**config.mk**
```make
export PLATFORM = sky130hd
export DESIGN_NAME = tirt_ctrl
export DESIGN_NICKNAME = d
export VERILOG_FILES = /design/src/hdl/tirt_pkg.sv /design/src/hdl/tirt_ctrl.sv
export SDC_FILE = /design/constraint.sdc
export NUM_CORES = 1
export LEC_CHECK = 0
export CORE_AREA = 8 8 45 47
export DETAILED_ROUTE_END_ITERATION = 8
export DIE_AREA = 0 0 53 55
export DONT_BUFFER_PORTS = 1
export PLACE_DENSITY = 0.64
export SYNTH_ARGS = -nofsm -noshare
export SYNTH_HDL_FRONTEND = slang
export SYNTH_SLANG_ARGS = --single-unit
```
**constraint.sdc**
```tcl
create_clock -name clk -period 2.2 [get_ports clk]
set_clock_uncertainty 0.15 [all_clocks]
set_input_delay 0.44 -clock clk [delete_from_list [all_inputs] [get_ports clk]]
set_output_delay 0.44 -clock clk [all_outputs]
set_load 0.01 [all_outputs]
```
**src/hdl/tirt_pkg.sv**
```systemverilog
// ----------------------------------------------------------------------------
// tirt_pkg
// Shared types and constants of the interpolated resistance table: item and
// result payloads, command codes, controller/datapath signal groups.
// ----------------------------------------------------------------------------
package tirt_pkg;

	// default table geometry
	localparam int TEMP_POINTS_DEF = 8;
	localparam int ROW_ENTRIES_DEF = 32;

	// configuration register indexes
	localparam logic CFG_BREAKPOINT_COUNT = 1'b0;
	localparam logic CFG_ROW_LENGTH       = 1'b1;

	// configuration reset values
	localparam logic [3:0] BREAKPOINT_COUNT_RST = 4'd8;
	localparam logic [5:0] ROW_LENGTH_RST       = 6'd32;

	localparam logic [23:0] RES_MAX = 24'hFF_FFFF;

	typedef enum logic [1:0] {
		CMD_LOAD_TEMP = 2'd0,
		CMD_LOAD_RES  = 2'd1,
		CMD_QUERY     = 2'd2
	} cmd_t;

	typedef struct packed {
		cmd_t               command;
		logic [2:0]         point_index;
		logic [4:0]         entry_index;
		logic signed [15:0] temperature;
		logic [23:0]        resistance_value;
	} item_t;

	typedef struct packed {
		logic [4:0]  out_index;
		logic [23:0] resistance;
		logic        last;
	} result_t;

	// controller commands to the datapath
	typedef struct packed {
		logic load_temp;
		logic load_res;
		logic q_start;
		logic scan_step;
		logic rd;
		logic mul;
		logic prep;
		logic div_step;
		logic fin;
		logic advance;
	} ctrl_t;

	// datapath status to the controller
	typedef struct packed {
		logic scan_stop;
		logic copy;
		logic div_last;
		logic entry_last;
	} status_t;

endpackage

```
**src/hdl/tirt_ctrl.sv**
```systemverilog
// ----------------------------------------------------------------------------
// tirt_ctrl
// Sequencer: decodes accepted items, walks the breakpoint scan, then runs
// each row entry through read, multiply, divide (copied rows skip it), output.
// ----------------------------------------------------------------------------
module tirt_ctrl (
	input  logic            clk,
	input  logic            arst_n,
	input  logic            start,
	input  tirt_pkg::cmd_t  command,
	input  tirt_pkg::status_t status,
	output tirt_pkg::ctrl_t ctrl,
	output logic            busy,
	output logic            strobe
);
	import tirt_pkg::*;

	typedef enum logic [7:0] {
		S_IDLE = 8'b0000_0001,
		S_SCAN = 8'b0000_0010,
		S_RD   = 8'b0000_0100,
		S_MUL  = 8'b0000_1000,
		S_PREP = 8'b0001_0000,
		S_DIV  = 8'b0010_0000,
		S_FIN  = 8'b0100_0000,
		S_OUT  = 8'b1000_0000
	} state_t;

	state_t state_q, state_d;
	logic   accept;

	assign accept = start && (state_q == S_IDLE);
	assign busy   = (state_q != S_IDLE);
	assign strobe = (state_q == S_OUT);

	// next state and commands
	always_comb begin
		state_d = state_q;
		ctrl    = '0;
		case (state_q)
			S_IDLE: begin
				if (accept) begin
					ctrl.load_temp = (command == CMD_LOAD_TEMP);
					ctrl.load_res  = (command == CMD_LOAD_RES);
					ctrl.q_start   = (command == CMD_QUERY);
					if (command == CMD_QUERY) state_d = S_SCAN;
				end
			end
			S_SCAN: begin
				ctrl.scan_step = 1'b1;
				if (status.scan_stop) state_d = S_RD;
			end
			S_RD: begin
				ctrl.rd = 1'b1;
				state_d = S_MUL;
			end
			S_MUL: begin
				ctrl.mul = 1'b1;
				state_d  = status.copy ? S_OUT : S_PREP;
			end
			S_PREP: begin
				ctrl.prep = 1'b1;
				state_d   = S_DIV;
			end
			S_DIV: begin
				ctrl.div_step = 1'b1;
				if (status.div_last) state_d = S_FIN;
			end
			S_FIN: begin
				ctrl.fin = 1'b1;
				state_d  = S_OUT;
			end
			S_OUT: begin
				ctrl.advance = 1'b1;
				state_d      = status.entry_last ? S_IDLE : S_RD;
			end
			default: state_d = S_IDLE;
		endcase
	end

	// state register
	always_ff @(posedge clk or negedge arst_n) begin
		if (!arst_n) state_q <= S_IDLE;
		else         state_q <= state_d;
	end

endmodule

```
Word level (Yosys, flattened, before mapping)
Index checks and enable logic that the tools add are counted.
{ "totals": {"reg_bits": 8, "wordCells": 35, "out_inout_bits": 12, "inputBits": 9} }
{ "op_classes": {"n_reduce_logical": 3, "mux": 16, "n_eq_ne": 15} }
{ "ops": {"columns": ["cell", "n"], "rows": [
  ["$pmux 8 s8", 1],
  ["$mux 8", 5],
  ["$mux 3", 3],
  ["$eq 8x1->1 const B", 1],
  ["$eq 8x2->1 const B", 1],
  ["$eq 8x3->1 const B", 1],
  ["$eq 8x4->1 const B", 1],
  ["$eq 8x5->1 const B", 1],
  ["$eq 8x6->1 const B", 1],
  ["$eq 8x7->1 const B", 1],
  ["$eq 8x8->1 const B", 1],
  ["$ne 8x1->1 const B", 1],
  ["$mux 1", 7],
  ["$ne 2x2->1 const B", 3],
  ["$reduce_and 4->1", 1],
  ["$eq 2x1->1 const B", 1],
  ["$eq 2x2->1 const B", 1],
  ["$logic_not 2->1", 1],
  ["$ne 2x1->1 const B", 1],
  ["$logic_and 1x1->1", 1]
]} }

Logic depth before layout (Yosys ltp)
{ "depth": {"depth_word": 4, "depth_mapped": 4, "ltp_nobuf": 4} }

Worst setup path before layout
No wires, ideal clock.
{ "synth_timing": {"kind": "reg2out", "start": "reg state_q[6]", "end": "out ctrl[8] (netlist bit)", "t_required_ns": 1.610, "path_slack_ns": 0.132, "arrival_time_ns": 1.478, "path_buffers": 0, "path_stages_with_launch": 5, "path_cell_list": "dfrtp_1 nor4_4 and2_1 nand2_1 nor4_1"} }
{ "synth_lines": {"columns": ["element", "line_no", "text"], "rows": [
  ["start: declaration", "tirt_ctrl.sv:29", "state_t state_q, state_d;"],
  ["start signal: assignment", "tirt_ctrl.sv:84", "else state_q <= state_d;"],
  ["end: declaration", "tirt_ctrl.sv:12", "output tirt_pkg::ctrl_t ctrl,"]
]} }

Worst setup path after layout
{ "layout_timing": {"start": "reg state_q[7]", "end": "out busy"} }
{ "layout_between": {"elab_chain_len": 1} }
{ "layout_rtl": {"columns": ["element", "line_no", "text"], "rows": [
  ["$ne 8x1->1", "tirt_ctrl.sv:33", "assign busy = (state_q != S_IDLE);"],
  ["end: declaration", "tirt_ctrl.sv:13", "output logic busy,"]
]} }
No other way between the ends.

==> out/results.ini <==
[floorplanning]
rows=14
fp.dieH_microns=55
core-area_sq_um=1380
die_area_sq_um=2920
ios=21
start_util=0.413
die_w_microns=53

[pwr]
p_seq_frac=0.313
pwr-share-comb=0.500
p_leak_nw=0.397
power_report.internal_total_uw=400
p_total_uw=621
power_density_nw_per_um2=755
p_sw_frac=0.356
p_sw_uw=221
vdd_drop_max_uv=326
clkPwrFrac=0.188

[logic_synthesis]
synthCells=60
avgSynthCellArea_sq_um=9.53
yosys_warnings=0
netlist_top_cells_count=dfrtp_1 (7), nor2_1 (7), inv_1 (5), nor3b_1 (5), nand2_1 (4)
synthesis.nets=69
ys_seq_elements=8
synth_edf_count=0
ys_types=29
synth-simple-area-share=0.438
yosys.area_share.adder=0
async_flop_share=1.00
synth_flop_cell=dfrtp_1
yosysSeqAreaShare=0.352
yosys.area.top_type=dfrtp_1
synth_compound_gate_area_share=0.103
synth_mux_area_frac=0
synth_top_family_by_area=simple AND/OR/NAND/NOR gates
synth_top_area_frac=0.306
synth_xor_area_frac=0.0613
ys_top_cells_by_area=dfrtp_1 (31%), nor4_4 (7.4%), nor3b_1 (6.6%)
syn-cell-area_sq_um=572

[cells_and_area]
fillers=121
final_net_count=92
stdcell_count=98
drive_gt1_frac=0.524
largest_reg_flops=8
antenna_cells=0
reg_top3=state_q (8)
design_area_sq_um=823
area_delta_synth_final_pct=44.0
regMostFlops=state_q
utilization=0.595

[critical_path]
cp-end-kind=output pin
critPathLaunchType=register
crit_chain=nor4_4 > and2_4 > nand2_4 > buf_6 > buf_6 > buf_6
cp_slowest_cell=dfrtp_2
cp.required_ns=1.61
crit_type=register to output pin
critical_path.max_stage_delay_ns=0.42
crit_buf_inv=3
cpMostUsedCell=buf_6
cp_max_fo=3
worstPathArrival_ns=1.56
cp_top_family=simple AND/OR/NAND/NOR gates

[placed_design]
port-buffer-count=0
placed_area_sq_um=637
dpl.cell_count=82
detailed_place_hpwl_mm=1.04
gp_congestion=0.738

[grt]
grt_pass1_vias=535
antenna_found_initial=0
grt_remaining_overflow=0
grt_usage=0.119
grt_pass1_wl_mm=2.48
grt_max_degree=9

[clock_network]
clk_pin_slew_ns=0.05
cts_root_buffer=clkbuf_4
clock_sinks=8
cts_buffers=3
cts_tree=done
cts_buffer_depth=2
h-tree-depth=1
worst_skew_pair.late_latency_ns=0.25

[route]
antenna_left=0
first_iter_violations=5
avgViaCountPerCell=5.39
wirelength_mm=1.58
routedWlPerCell_microns=16.1
drc_errors=0
num_vias=528
firstDrtPassIters=3

[hold_path]
hold_class=input pin to register

[job]
cap_viol_max_count=0

[sta]
timing.final.hold_violations=0
setup_viol=0
worst_pin_slew_ns=0.422
fmax_ghz=0.464
slew-limit-headroom=0.718
period_needed_ns=2.15
fin_crit_sh=0.979
hold_slack_ns=0.0978
final_max_slew_viol_count=0
rsz0062_at_grt=true

[status]
status=finished clean

## power groups by stage
stage                     clock network (mW)  logic, mW  registers (mW)
final                                  0.117      0.310           0.194
after global routing                   0.130      0.335           0.197
after CTS                              0.123      0.252           0.193
after detailed placement                   0      0.180           0.195
after global placement                     0      0.177           0.195
after floorplan                            0      0.138           0.189
## per-stage QoR
step,setup TNS (ns),worst slack [ns]
finish,0,0.0454
global route,-0.0985,-0.0374
CTS,-0.0372,-0.0372
detailed placement,0,0.170
global placement,0,0.239
floorplan,0,0.132
## routing by layer
layer,global-route usage,part of all wire,vias up
met5,0,0,-
met1,0.125,0.39,245
met4,0.0905,0.018,0
met3,0.0294,0.097,4
met2,0.201,0.49,16
li1,-,-,263
## placed cells by master (no fill, tap or decap), drive strengths merged
| cell | instances |
|---|---|
| a32oi | 1 |
| and3 | 1 |
| nor4 | 4 |
| xnor2 | 1 |
| nor2 | 7 |
| nor3 | 1 |
| nand3 | 3 |
| nand3b | 1 |
| clkbuf | 4 |
| dfstp | 1 |
| o2111ai | 1 |
| buf | 18 |
| and2b | 1 |
| inv | 5 |
| nor3b | 6 |
| and4b | 2 |
| nor4b | 1 |
| a221oi | 1 |
| nand2 | 4 |
| or2 | 1 |
| xor2 | 3 |
| dlygate4sd3 | 1 |
| and2 | 2 |
| dfrtp | 7 |
| a2bb2oi | 1 |
| a21o | 1 |
| a21oi | 2 |
| nor2b | 1 |
## final timing paths
check	start	end	slack, ns	cells past startpoint
setup / recovery	state_q[7]$_DFFE_PN0P_	busy	0.05	6
hold / removal	status[2]	state_q[4]$_DFFE_PN0P_	0.1	1
setup reg to reg	state_q[1]$_DFFE_PN0P_	state_q[0]$_DFFE_PN1P_	0.34	5
hold reg to reg	state_q[3]$_DFFE_PN0P_	state_q[3]$_DFFE_PN0P_	0.46	2
max in group asynchronous	arst_n	state_q[0]$_DFFE_PN1P_	1.23	1
min in group asynchronous	arst_n	state_q[6]$_DFFE_PN0P_	0.37	1
## kinds of logic (layout without fill, tap and decap cells)
| group | Yosys count | in the layout |
|---|---|---|
| flops | 8 | 8 |
| compound gates | 7 | 7 |
| buf+inv | 6 | 28 |
| simple gates | 35 | 35 |
| xor+xnor | 4 | 4 |
## area by class of cell
class / count / area [sq um] / share of cell area
Multi-Input combinational cell: 46 / 395 / 0.480
Sequential cell: 8 / 206 / 0.251
Tap cell: 16 / 20.0 / 0.0243
Clock buffer: 4 / 26.3 / 0.0319
Timing Repair Buffer: 19 / 156 / 0.190
Inverter: 5 / 18.8 / 0.0228
## worst reg2reg max path, stage by stage, from the launching register on
cell,delay [ns]
dfrtp_2,0.46
nor4_4,0.31
buf_4,0.17
and4b_2,0.34
a2bb2oi_1,0.10
a221oi_2,0.24
## timing repair
action,4_1_cts,5_1_grt
cloned,0,0
gates resized for setup,9,10
endpoints found under the setup margin,5,10
hold buffers,1,0
endpoints found under the hold margin,8,0
buffers inserted,7,4
pin swaps,4,4
No activity file was read; power rests on OpenSTA's default activity.
